## src/hw/rtl/kal_pkg.sv

```systemverilog
// kal_pkg: shared types, widths and codes of the three-axis kalman smoother
// no dependencies; imported by every module of the block

package kal_pkg;

	// fixed field widths
	localparam int EST_W    = 16;
	localparam int COV_W    = 16;
	localparam int GAIN_W   = 16;
	localparam int FIELD_W  = 16;
	localparam int CLAMP_W  = 7;
	localparam int NOISE_W  = 16;
	localparam int CNT_W    = $clog2(GAIN_W);

	// default parameter values
	localparam int FRAC_BITS_DEF    = 8;
	localparam int SAMPLE_WIDTH_DEF = 16;

	// apb port
	localparam int APB_DW = 32;
	localparam int APB_AW = 4;

	// register indexes
	typedef enum logic [1:0] {
		REG_PROC_NOISE  = 2'd0,
		REG_MEAS_NOISE  = 2'd1,
		REG_CLAMP_THR   = 2'd2,
		REG_CLAMP_VAL   = 2'd3
	} reg_idx_t;

	// sequencer states
	typedef enum logic [1:0] {
		ST_IDLE,
		ST_DIV,
		ST_DONE
	} kal_state_t;

	// sequencer strobes to the axis datapaths
	typedef struct packed {
		logic load;
		logic step;
		logic finish;
	} kal_ctl_t;

	// configuration values seen by the axis datapaths
	typedef struct packed {
		logic [NOISE_W-1:0] proc_noise;
		logic [NOISE_W-1:0] meas_noise;
		logic [CLAMP_W-1:0] clamp_thr;
		logic [CLAMP_W-1:0] clamp_val;
	} kal_cfg_t;

endpackage

```

## src/hw/rtl/kal_regs.sv

```systemverilog
// kal_regs: apb configuration registers of the kalman smoother
// depends on kal_pkg

module kal_regs import kal_pkg::*; #(
	parameter int FRAC_BITS = FRAC_BITS_DEF
) (
	input  logic              clk,
	input  logic              arst_n,
	input  logic              psel,
	input  logic              penable,
	input  logic              pwrite,
	input  logic [APB_AW-1:0] paddr,
	input  logic [APB_DW-1:0] pwdata,
	output logic [APB_DW-1:0] prdata,
	output logic              pready,
	output kal_cfg_t          cfg
);

	// noise reset values follow the fraction width; clamp reset values are fixed
	localparam logic [NOISE_W-1:0] PN_RST = NOISE_W'(1 << (FRAC_BITS - 1));
	localparam logic [NOISE_W-1:0] MN_RST = NOISE_W'((9 * (1 << FRAC_BITS) + 5) / 10);
	localparam logic [CLAMP_W-1:0] THR_RST = CLAMP_W'(89);
	localparam logic [CLAMP_W-1:0] CLV_RST = CLAMP_W'(90);

	kal_cfg_t cfg_q;
	reg_idx_t idx;
	logic     wr_en;

	assign pready = 1'b1;
	assign idx    = reg_idx_t'(paddr[APB_AW-1:2]);
	assign wr_en  = psel && penable && pwrite;
	assign cfg    = cfg_q;

	// register write
	always_ff @(posedge clk or negedge arst_n) begin
		if (!arst_n) begin
			cfg_q.proc_noise <= PN_RST;
			cfg_q.meas_noise <= MN_RST;
			cfg_q.clamp_thr  <= THR_RST;
			cfg_q.clamp_val  <= CLV_RST;
		end else if (wr_en) begin
			unique case (idx)
				REG_PROC_NOISE: cfg_q.proc_noise <= pwdata[NOISE_W-1:0];
				REG_MEAS_NOISE: cfg_q.meas_noise <= pwdata[NOISE_W-1:0];
				REG_CLAMP_THR:  cfg_q.clamp_thr  <= pwdata[CLAMP_W-1:0];
				REG_CLAMP_VAL:  cfg_q.clamp_val  <= pwdata[CLAMP_W-1:0];
			endcase
		end
	end

	// register read
	always_comb begin
		unique case (idx)
			REG_PROC_NOISE: prdata = APB_DW'(cfg_q.proc_noise);
			REG_MEAS_NOISE: prdata = APB_DW'(cfg_q.meas_noise);
			REG_CLAMP_THR:  prdata = APB_DW'(cfg_q.clamp_thr);
			REG_CLAMP_VAL:  prdata = APB_DW'(cfg_q.clamp_val);
		endcase
	end

endmodule

```

## src/hw/rtl/kal_axis.sv

```systemverilog
// kal_axis: one axis of the smoother, bit-serial gain divider feeding
// bit-serial multipliers for the estimate and covariance updates
// depends on kal_pkg

module kal_axis import kal_pkg::*; #(
	parameter int FRAC_BITS    = FRAC_BITS_DEF,
	parameter int SAMPLE_WIDTH = SAMPLE_WIDTH_DEF
) (
	input  logic                      clk,
	input  logic                      arst_n,
	input  kal_ctl_t                  ctl,
	input  kal_cfg_t                  cfg,
	input  logic [FIELD_W-1:0]        sample,
	output logic signed [EST_W-1:0]   est_new
);

	// datapath widths
	localparam int SFX_W  = SAMPLE_WIDTH + FRAC_BITS;
	localparam int DIFF_W = ((SFX_W > EST_W) ? SFX_W : EST_W) + 1;
	localparam int PROD_W = DIFF_W + GAIN_W;
	localparam int CALC_W = DIFF_W + 1;
	localparam int DEN_W  = COV_W + 1;
	localparam int ACC2_W = COV_W + GAIN_W;

	localparam logic [COV_W-1:0] COV_RST = COV_W'(1 << FRAC_BITS);
	localparam logic [COV_W-1:0] COV_MAX = '1;
	localparam logic signed [CALC_W-1:0] EST_HI = CALC_W'((1 << (EST_W - 1)) - 1);
	localparam logic signed [CALC_W-1:0] EST_LO = CALC_W'(-(1 << (EST_W - 1)));

	// filter state
	logic signed [EST_W-1:0]  est_q;
	logic [COV_W-1:0]         cov_q;

	// per-item working registers
	logic [COV_W-1:0]         pred_q;
	logic [DEN_W-1:0]         denom_q;
	logic [DEN_W-1:0]         rem_q;
	logic signed [DIFF_W-1:0] diff_q;
	logic signed [PROD_W-1:0] acc_q;
	logic [ACC2_W-1:0]        acc2_q;

	// load-time values
	logic [DEN_W-1:0]         pred_sum;
	logic [COV_W-1:0]         pred;
	logic signed [DIFF_W-1:0] sfx_ext;
	logic signed [DIFF_W-1:0] est_ext;

	// one divider step
	logic [DEN_W:0]           rem_dbl;
	logic [DEN_W:0]           rem_sub;
	logic                     q_fits;
	logic                     q_bit;
	logic signed [PROD_W-1:0] add_est;
	logic [ACC2_W-1:0]        add_cov;

	// update values
	logic signed [CALC_W-1:0] e_sum;
	logic signed [CALC_W-1:0] thr;
	logic signed [CALC_W-1:0] clv;
	logic signed [CALC_W-1:0] e_clamp;
	logic [ACC2_W-1:0]        cov_full;

	// predicted covariance with saturation, sample lifted to fixed point
	always_comb begin
		pred_sum = {1'b0, cov_q} + {1'b0, cfg.proc_noise};
		pred     = pred_sum[COV_W] ? COV_MAX : pred_sum[COV_W-1:0];
		sfx_ext  = DIFF_W'($signed(sample[SAMPLE_WIDTH-1:0])) <<< FRAC_BITS;
		est_ext  = DIFF_W'(est_q);
	end

	// restoring divider step, one gain bit msb first
	always_comb begin
		rem_dbl = {rem_q, 1'b0};
		rem_sub = rem_dbl - {1'b0, denom_q};
		q_fits  = (rem_dbl >= {1'b0, denom_q});
		// zero measurement noise: gain is all ones, or zero for zero covariance
		if (cfg.meas_noise == '0) begin
			q_bit = (pred_q != '0);
		end else begin
			q_bit = q_fits;
		end
		add_est = q_bit ? PROD_W'(diff_q) : PROD_W'(0);
		add_cov = q_bit ? ACC2_W'(pred_q) : ACC2_W'(0);
	end

	// estimate update, clamp and saturation; covariance update
	always_comb begin
		e_sum   = CALC_W'(est_q) + CALC_W'($signed(acc_q[PROD_W-1:GAIN_W]));
		thr     = CALC_W'({cfg.clamp_thr, FRAC_BITS'(0)});
		clv     = CALC_W'({cfg.clamp_val, FRAC_BITS'(0)});
		priority if (e_sum > thr) begin
			e_clamp = clv;
		end else if (e_sum < -thr) begin
			e_clamp = -clv;
		end else begin
			e_clamp = e_sum;
		end
		priority if (e_clamp > EST_HI) begin
			est_new = EST_HI[EST_W-1:0];
		end else if (e_clamp < EST_LO) begin
			est_new = EST_LO[EST_W-1:0];
		end else begin
			est_new = e_clamp[EST_W-1:0];
		end
		cov_full = {pred_q, GAIN_W'(0)} - acc2_q;
	end

	// filter state
	always_ff @(posedge clk or negedge arst_n) begin
		if (!arst_n) begin
			est_q <= '0;
			cov_q <= COV_RST;
		end else if (ctl.finish) begin
			est_q <= est_new;
			cov_q <= cov_full[ACC2_W-1:GAIN_W];
		end
	end

	// working registers
	always_ff @(posedge clk) begin
		if (ctl.load) begin
			pred_q  <= pred;
			denom_q <= {1'b0, pred} + {1'b0, cfg.meas_noise};
			rem_q   <= {1'b0, pred};
			diff_q  <= sfx_ext - est_ext;
			acc_q   <= '0;
			acc2_q  <= '0;
		end else if (ctl.step) begin
			rem_q   <= q_fits ? rem_sub[DEN_W-1:0] : rem_dbl[DEN_W-1:0];
			acc_q   <= (acc_q <<< 1) + add_est;
			acc2_q  <= (acc2_q << 1) + add_cov;
		end
	end

endmodule

```

## src/hw/rtl/kal_ctrl.sv

```systemverilog
// kal_ctrl: sequencer for load, serial gain steps and the final update
// depends on kal_pkg

module kal_ctrl import kal_pkg::*; (
	input  logic     clk,
	input  logic     arst_n,
	input  logic     accept,
	input  logic     out_free,
	output logic     busy,
	output kal_ctl_t ctl
);

	kal_state_t       state_q;
	kal_state_t       state_nxt;
	logic [CNT_W-1:0] cnt_q;
	logic             last_step;

	assign last_step = (cnt_q == CNT_W'(GAIN_W - 1));

	// next state
	always_comb begin
		state_nxt = state_q;
		unique case (state_q)
			ST_IDLE: if (accept) state_nxt = ST_DIV;
			ST_DIV:  if (last_step) state_nxt = ST_DONE;
			ST_DONE: if (out_free) state_nxt = ST_IDLE;
			default: state_nxt = ST_IDLE;
		endcase
	end

	// outputs
	always_comb begin
		ctl  = '0;
		busy = 1'b1;
		unique case (state_q)
			ST_IDLE: begin
				busy     = 1'b0;
				ctl.load = accept;
			end
			ST_DIV:  ctl.step = 1'b1;
			ST_DONE: ctl.finish = out_free;
			default: busy = 1'b1;
		endcase
	end

	// state and gain bit counter
	always_ff @(posedge clk or negedge arst_n) begin
		if (!arst_n) begin
			state_q <= ST_IDLE;
			cnt_q   <= '0;
		end else begin
			state_q <= state_nxt;
			if (ctl.load) begin
				cnt_q <= '0;
			end else if (ctl.step) begin
				cnt_q <= cnt_q + CNT_W'(1);
			end
		end
	end

endmodule

```

## src/hw/rtl/three_axis_scalar_kalman.sv

```systemverilog
// three_axis_scalar_kalman: top level, three axis filters, sequencer,
// apb registers and the result word register
// depends on kal_pkg, kal_regs, kal_axis, kal_ctrl
//
// channel   | direction | handshake                   | word
// ----------+-----------+-----------------------------+---------------------------------
// sample    | in        | sample_valid / sample_stall | sample_x, sample_y, sample_z
// result    | out       | result_valid / result_stall | filtered_x, filtered_y, filtered_z
// config    | in        | apb psel/penable/pwrite     | paddr, pwdata, prdata
//
// a word is loaded on accept, takes one divider step per gain bit, then the update once the result register is free
// the 16-step bit-serial gain divider is shared by both multiplies
// the three axes run side by side in their own datapaths
// a finished word waits in the result register; the next sample is taken meanwhile
// reset restores estimates to zero, covariances to one and registers to defaults

module three_axis_scalar_kalman import kal_pkg::*; #(
	parameter int FRAC_BITS    = FRAC_BITS_DEF,
	parameter int SAMPLE_WIDTH = SAMPLE_WIDTH_DEF
) (
	input  logic                     clk,
	input  logic                     arst_n,
	input  logic                     sample_valid,
	output logic                     sample_stall,
	input  logic signed [FIELD_W-1:0] sample_x,
	input  logic signed [FIELD_W-1:0] sample_y,
	input  logic signed [FIELD_W-1:0] sample_z,
	output logic                     result_valid,
	input  logic                     result_stall,
	output logic signed [EST_W-1:0]  filtered_x,
	output logic signed [EST_W-1:0]  filtered_y,
	output logic signed [EST_W-1:0]  filtered_z,
	input  logic                     psel,
	input  logic                     penable,
	input  logic                     pwrite,
	input  logic [APB_AW-1:0]        paddr,
	input  logic [APB_DW-1:0]        pwdata,
	output logic [APB_DW-1:0]        prdata,
	output logic                     pready
);

	kal_cfg_t                cfg;
	kal_ctl_t                ctl;
	logic                    busy;
	logic                    accept;
	logic                    out_free;
	logic signed [EST_W-1:0] est_x;
	logic signed [EST_W-1:0] est_y;
	logic signed [EST_W-1:0] est_z;
	logic                    result_valid_q;
	logic signed [EST_W-1:0] filtered_x_q;
	logic signed [EST_W-1:0] filtered_y_q;
	logic signed [EST_W-1:0] filtered_z_q;

	// handshake
	assign sample_stall = busy;
	assign accept       = sample_valid && !sample_stall;
	assign out_free     = !result_valid_q || !result_stall;

	kal_regs #(
		.FRAC_BITS (FRAC_BITS)
	) u_regs (
		.clk     (clk),
		.arst_n  (arst_n),
		.psel    (psel),
		.penable (penable),
		.pwrite  (pwrite),
		.paddr   (paddr),
		.pwdata  (pwdata),
		.prdata  (prdata),
		.pready  (pready),
		.cfg     (cfg)
	);

	kal_ctrl u_ctrl (
		.clk      (clk),
		.arst_n   (arst_n),
		.accept   (accept),
		.out_free (out_free),
		.busy     (busy),
		.ctl      (ctl)
	);

	kal_axis #(
		.FRAC_BITS    (FRAC_BITS),
		.SAMPLE_WIDTH (SAMPLE_WIDTH)
	) u_axis_x (
		.clk     (clk),
		.arst_n  (arst_n),
		.ctl     (ctl),
		.cfg     (cfg),
		.sample  (sample_x),
		.est_new (est_x)
	);

	kal_axis #(
		.FRAC_BITS    (FRAC_BITS),
		.SAMPLE_WIDTH (SAMPLE_WIDTH)
	) u_axis_y (
		.clk     (clk),
		.arst_n  (arst_n),
		.ctl     (ctl),
		.cfg     (cfg),
		.sample  (sample_y),
		.est_new (est_y)
	);

	kal_axis #(
		.FRAC_BITS    (FRAC_BITS),
		.SAMPLE_WIDTH (SAMPLE_WIDTH)
	) u_axis_z (
		.clk     (clk),
		.arst_n  (arst_n),
		.ctl     (ctl),
		.cfg     (cfg),
		.sample  (sample_z),
		.est_new (est_z)
	);

	// result word valid
	always_ff @(posedge clk or negedge arst_n) begin
		if (!arst_n) begin
			result_valid_q <= 1'b0;
		end else if (ctl.finish) begin
			result_valid_q <= 1'b1;
		end else if (!result_stall) begin
			result_valid_q <= 1'b0;
		end
	end

	// result word payload
	always_ff @(posedge clk) begin
		if (ctl.finish) begin
			filtered_x_q <= est_x;
			filtered_y_q <= est_y;
			filtered_z_q <= est_z;
		end
	end

	assign result_valid = result_valid_q;
	assign filtered_x   = filtered_x_q;
	assign filtered_y   = filtered_y_q;
	assign filtered_z   = filtered_z_q;

`ifndef SYNTH
	// an accepted sample raises the sample stall, blocking the next one
	a_accept_blocks: assert property (@(posedge clk) disable iff (!arst_n)
		accept |=> sample_stall)
		else $error("sample taken while previous word in flight");

	// a finished word shows up as a valid result
	a_finish_valid: assert property (@(posedge clk) disable iff (!arst_n)
		ctl.finish |=> result_valid)
		else $error("finished word not presented");

	// a new result only follows an update
	a_valid_source: assert property (@(posedge clk) disable iff (!arst_n)
		$rose(result_valid) |-> $past(ctl.finish))
		else $error("result valid without an update");

	// never overwrite a stalled result
	a_no_overwrite: assert property (@(posedge clk) disable iff (!arst_n)
		ctl.finish |-> !(result_valid && result_stall))
		else $error("stalled result overwritten");

	// strobes to the datapaths exclude each other
	a_ctl_onehot: assert property (@(posedge clk) disable iff (!arst_n)
		$onehot0({ctl.load, ctl.step, ctl.finish}))
		else $error("conflicting datapath strobes");
`endif

endmodule

```

## config.mk

```make
export PLATFORM = sky130hd
export DESIGN_NAME = three_axis_scalar_kalman
export DESIGN_NICKNAME = d
export VERILOG_FILES = /design/src/hw/rtl/kal_pkg.sv /design/src/hw/rtl/kal_regs.sv /design/src/hw/rtl/kal_axis.sv /design/src/hw/rtl/kal_ctrl.sv /design/src/hw/rtl/three_axis_scalar_kalman.sv
export SDC_FILE = /design/constraint.sdc
export NUM_CORES = 2
export LEC_CHECK = 0
export BUFFER_PORTS_ARGS = -buffer_cell sky130_fd_sc_hd__buf_2
export CAP_MARGIN = 10
export CORE_MARGIN = 3
export CORE_UTILIZATION = 42
export CTS_CLUSTER_DIAMETER = 150
export DETAILED_ROUTE_END_ITERATION = 8
export PLACE_DENSITY = 0.6
export SYNTH_ARGS = -nofsm -noshare
export SYNTH_HDL_FRONTEND = slang
export SYNTH_SLANG_ARGS = --single-unit
```

## constraint.sdc

```tcl
create_clock -name clk -period 16.61 [get_ports clk]
set_input_delay 0.8305 -clock clk [delete_from_list [all_inputs] [get_ports clk]]
set_output_delay 0.8305 -clock clk [all_outputs]
set_load 0.05 [all_outputs]
```

Word-level counts from Yosys, hierarchy flattened
Cells that the tools add are included.
Widths: inputs -> output; s select.
{ "word_totals": {"regBits": 641, "latch_bits": 0, "ram_bits": 0, "rom_bits": 0, "inputBits": 91, "output_inout_bits": 83, "elab_cells": 153, "mem_count": 0} }
{ "classes": {"n_addsub": 27, "multipliers": 0, "div_mod_pow": 0, "n_lt_le_gt_ge": 15, "n_eq_ne": 10, "n_shift": 0, "mux": 46, "bitwise": 0, "n_reduce_logical": 18} }
{ "op_table": {"columns": ["cell", "count"], "rows": [
  ["$mux 16", 18],
  ["$mux 26", 6],
  ["$pmux 32 s4", 1],
  ["$add 41x41->41", 3],
  ["$mux 41", 3],
  ["$add 16x16->17", 6],
  ["$add 32x32->32", 3],
  ["$sub 32x32->32", 3],
  ["$add 16x25->26", 3],
  ["$gt 26x16->1", 3],
  ["$gt 26x16->1 const B", 3],
  ["$lt 26x16->1 const B", 3],
  ["$lt 26x26->1", 3],
  ["$sub 24x16->25", 3],
  ["$ge 18x17->1", 3],
  ["$neg 15->26", 2],
  ["$mux 17", 3],
  ["$sub 17x17->17", 3],
  ["$reduce_bool 16->1", 3],
  ["$logic_not 16->1", 1],
  ["$mux 1", 9],
  ["$mux 4", 2],
  ["$ne 2x1->1 const B", 4],
  ["$reduce_and 2->1", 4],
  ["other kinds (12)", 21]
]} }

Longest topological paths before layout
{ "logic_depth": {"depth_word": 7, "depth_mapped": 28, "depth_no_buf": 28} }

Modules after synthesis
Synthesis repeated with hierarchy kept, for this count alone.
{ "unflattened": {"hier_cells": 5687, "hier_area_um2": 50957.6} }
{ "modules_own_cells": {"columns": ["mod", "n_inst", "cells_each", "area_per_inst_um2", "seq_area_each_um2"], "rows": [
  ["kal_axis at u_axis_x", 1, 1831, 15798.9, 4505.6],
  ["kal_axis at u_axis_y", 1, 1817, 15602.5, 4505.6],
  ["kal_axis at u_axis_z", 1, 1806, 15486.1, 4505.6],
  ["kal_regs", 1, 151, 2270.9, 1168.6],
  ["three_axis_scalar_kalman", 1, 52, 1483.9, 1466.4],
  ["kal_ctrl", 1, 30, 315.3, 150.1]
]} }

Least setup slack after synthesis
No wires, ideal clock.
{ "synth_timing": {"path_type": "input port to flip-flop", "from": "input port sample_valid", "to": "register u_axis_x.rem_q[8], data pin", "setup_time_ns": 0.162, "arrival_time_ns": 6.884, "required_ns": 16.448, "slack_ns": 9.564, "cell_stages": 6, "path_buffers": 2, "cell_sequence": "nand2_1 > inv_1 > clkbuf_1 > clkbuf_1 > o21ai_0 > nand2_1"} }
{ "synth_lines": {"columns": ["item", "line", "text"], "rows": [
  ["start, declared", "three_axis_scalar_kalman.sv:23", "input logic sample_valid,"],
  ["end signal, assigned", "kal_axis.sv:124", "rem_q <= {1'b0, pred};"],
  ["end signal, assigned", "kal_axis.sv:129", "rem_q <= q_fits ? rem_sub[DEN_W-1:0] : rem_dbl[DEN_W-1:0];"],
  ["end, declared", "kal_axis.sv:37", "logic [DEN_W-1:0] rem_q;"]
]} }

Worst setup path in the final report
{ "layout_timing": {"from": "register u_regs.cfg_q (netlist bit u_regs.cfg[31])", "to": "register u_axis_x.denom_q[16], data pin"} }
{ "layout_via": {"elab_chain_len": 3} }
{ "layout_rtl": {"columns": ["item", "line", "text"], "rows": [
  ["start, declared", "kal_regs.sv:25", "kal_cfg_t cfg_q;"],
  ["$add 16x16->17", "kal_axis.sv:65", "pred_sum = {1'b0, cov_q} + {1'b0, cfg.proc_noise};"],
  ["$mux 16", "kal_axis.sv:66", "pred = pred_sum[COV_W] ? COV_MAX : pred_sum[COV_W-1:0];"],
  ["named net u_axis_x.pred[2]", "kal_axis.sv:44", "logic [COV_W-1:0] pred;"],
  ["$add 16x16->17", "kal_axis.sv:123", "denom_q <= {1'b0, pred} + {1'b0, cfg.meas_noise};"],
  ["end signal, assigned", "kal_axis.sv:123", null],
  ["end, declared", "kal_axis.sv:36", "logic [DEN_W-1:0] denom_q;"]
]} }
The timed path passes the listed nets, and every way through them passes these cells.
A chain may end at the register's enable or synchronous reset.

==> impl_metrics.env <==
export IMPL_timing_critical_path_from_type="flop"
export IMPL_layout_cells_most_common="ha_1"
export IMPL_placement_rows=124
export IMPL_setup_tns_ns=0
export IMPL_worstHoldPathType="primary input to async pin"
export IMPL_drive_above_1_share_pct=8.67
export IMPL_setup_reg_to_reg_worst_slack_ns=9.71
export IMPL_cts_root_buffer_cell="clkbuf_16"
export IMPL_yosysWarningCount=0
export IMPL_crit_reg2reg_capture="u_axis_x.denom_q[16]"
export IMPL_tritoncts_buffers=81
export IMPL_required_time_at_the_worst_slack_endpoint_ns=17.01
export IMPL_worstPathArrival_ns=7.30
export IMPL_post_route_util_pct=46.9
export IMPL_dieArea_um2=121000
export IMPL_grt_overflow_total=0
export IMPL_setup_violations_final=0
export IMPL_final_cell_mix="ha_1 (560), nand2_1 (495), o21ai_0 (462), a21oi_1 (371), nor2_1 (353)"
export IMPL_synth_main_ff_cell="edfxtp_1"
export IMPL_cell_type_contributing_the_most_total_cell_area_after_synthesis="edfxtp_1"
export IMPL_timing_rr_start="u_regs.cfg[31]"
export IMPL_first_global_vias=37700
export IMPL_path_buf_inv=2
export IMPL_grt_antenna_before_repair=4
export IMPL_slew_headroom_pct=16.6
export IMPL_finalWorstPathRequiredPeriod_ns=6.90
export IMPL_drt_wl_total_um=131000
export IMPL_period_utilisation_layout_pct=41.5
export IMPL_finalHoldViolations=0
export IMPL_cts_clk_slew_worst_paths_ns=0.06
export IMPL_placed_cell_area_um2=51200
export IMPL_postSynth_asyncResetShare_pct=23.2
export IMPL_area_growth_synth_to_final_pct=10.4
export IMPL_timing_fmax_ghz=0.145
export IMPL_grt_first_pass_wirelength_um=206000
export IMPL_synth_lib_cells_used_distinct=105
export IMPL_place_gp_congestion=0.889
export IMPL_critical_path_slowest_cell="dfrtp_1"
export IMPL_initial_utilization_pct=42.5
export IMPL_tritoncts="yes"
export IMPL_post_cts_repair_setup_buffers=0
export IMPL_worstPathMaxFanout=17
export IMPL_timing_critical_path_mode_cell="o21ai_0"
export IMPL_netlist_top_cells_area="edfxtp_1 (17%), ha_1 (14%), dfxtp_1 (9.1%), dfrtp_1 (6.8%), xnor2_1 (4.9%)"
export IMPL_worstMarginPinSlew_ns=1.24
export IMPL_die_height_um=347
export IMPL_post_synthesis_sequential_area_ratio_pct=33.3
export IMPL_via_per_inst=5.58
export IMPL_grt_total_usage_pct=21.2
export IMPL_floorplan_die_width_um=347
export IMPL_drtAntennaViolNets=0
export IMPL_synthCells=5512
export IMPL_synth_ff_latch_count=641
export IMPL_cts_resized=0
export IMPL_grt_start_max_net_pins=125
export IMPL_drv_cap=0
export IMPL_post_synth_cell_area_avg_um2=8.87
export IMPL_drtPass1Iterations=6
export IMPL_max_stage_delay_ns=0.56
export IMPL_synth_top_cell_area_share_pct=16.6
export IMPL_finalInstanceArea_um2=54000
export IMPL_io_pins=174
export IMPL_fp_coreArea_um2=115000
export IMPL_dp_final_hpwl_um=97900
export IMPL_worstSkewPairLatency_ns=0.67
export IMPL_outcome="completed"
export IMPL_cts_hold_buffers=0
export IMPL_crit_family="compound AO/OA/AOI/OAI gates"
export IMPL_avgRoutedWirePerCell_um=18.3
export IMPL_h_tree_depth=3
export IMPL_vias=40100
export IMPL_rsz_0062_raised_after_global_routing="false"
export IMPL_count_of_flip_flops_with_a_built_in_enable_after_synthesis=270
export IMPL_fin_skew_ns=0.0368
export IMPL_worst_r2r_cell_count=27
export IMPL_design_final_nets=6276
export IMPL_numClockSinks=641
export IMPL_placement_io_buffers=138
export IMPL_endpoint_type_of_the_worst_setup_path="flop"
export IMPL_crit_type="flop to flop"
export IMPL_slew_violations=0
export IMPL_clock_path_buffers=3
export IMPL_detail_route_iter0_violations=2537
export IMPL_route_detailed_drc=0
export IMPL_synth_area_um2=48900
[layer usage]
metal  global-route usage, %  vias up  wire (µm)
li1                        -    20200          -
met5                       0        -          0
met2                    34.5      817      59300
met3                    3.16      201       6810
met1                    28.9    18800      61100
met4                    7.01        0       4060
[metrics by stage]
stage | setup slack [ns] | std cells | hold WS (ns)
after floorplan | 9.56 | 5527 | 0.426
after global routing | 8.95 | 7188 | 0.271
final | 9.71 | 7189 | 0.191
after CTS | 9.21 | 7186 | 0.238
after global placement | 9.36 | 7034 | 0.436
after detailed placement | 9.33 | 7034 | 0.445
[cells by family after synthesis]
logic type	count (synthesis)	share of synthesized area [%]
and+or+nand+nor	1668	16.6
AOI/OAI and AO/OA	1557	20.1
xor gates and xnor gates	434	7.77
muxes	126	3.02
other	2	0.0154
buffers and inverters	506	4.07
adders and majority gates	578	15.1
DFF	641	33.3
[worst register-to-register path, cell delays in order, from the launching register on]
cell,delay (ns)
dfrtp_1,0.56
inv_1,0.31
fa_1,0.52
nor2b_1,0.15
o21ai_0,0.12
a21boi_0,0.27
o21ai_0,0.16
a21boi_0,0.40
o21ai_0,0.19
a21boi_0,0.26
o21ai_0,0.15
a21oi_1,0.27
a31oi_1,0.12
buf_4,0.21
o21ai_0,0.25
ha_1,0.38
a21o_1,0.20
a21oi_1,0.21
nor2b_1,0.08
o21a_1,0.19
o21a_1,0.19
o21ai_0,0.28
a21oi_1,0.15
o21ai_0,0.25
a211o_1,0.22
nor2_1,0.06
a211oi_1,0.32
o21ai_0,0.16
[synthesized netlist by cell type (all sizes together), types with 71 or more instances]
cell type and number:
xor2 158, ha 560, nor2 354, dfxtp 222, o21a 71, a21o 154
clkbuf 141, o21ai 486, nand2b 73, dfrtp 132, inv 334, a21oi 373
nor3 124, nand2 496, nand3 148, nor2b 73, edfxtp 270, and2 133
xnor2 276, mux2 82
[state kept, by name, summed over array words and instances (netlist names), 25 cells and up]
register / count
u_axis_y.acc_q: 41
u_axis_x.acc2_q: 32
u_axis_y.acc2_q: 32
u_axis_z.acc2_q: 32
u_regs.cfg: 46
u_axis_x.acc_q: 41
u_axis_x.diff_q: 25
u_axis_z.acc_q: 41
u_axis_y.diff_q: 25
u_axis_z.diff_q: 25
[how the worst max path moves through the flow]
stage / endpoint / start / slack [ns] / depth (start not counted)
2_1_floorplan: u_axis_x.rem_q[8] / sample_valid / 9.56 / 6
3_3_place_gp: u_axis_y.denom_q[16] / u_regs.cfg[31] / 9.36 / 27
3_5_place_dp: u_axis_y.denom_q[16] / u_regs.cfg[31] / 9.33 / 27
4_1_cts: u_axis_y.denom_q[16] / u_regs.cfg[31] / 9.21 / 27
5_1_grt: u_axis_z.acc2_q[31] / u_axis_z.rem_q[0] / 8.95 / 27
6_report: u_axis_x.denom_q[16] / u_regs.cfg[31] / 9.71 / 27
[cell type report]
type                            instances  area, µm²
Fill cell                           11000      61000
Clock buffer                          106       2250
Antenna cell                            1       2.50
Sequential cell                       641      16300
Inverter                              334       1260
Tap cell                             1512       1890
Multi-Input combinational cell       4380      30800
Clock inverter                         46        523
Timing Repair Buffer                  169        962
Power is left out: the tool's default activity adds up to more than one toggle a clock period on the data nets, which glitch-free logic cannot reach.
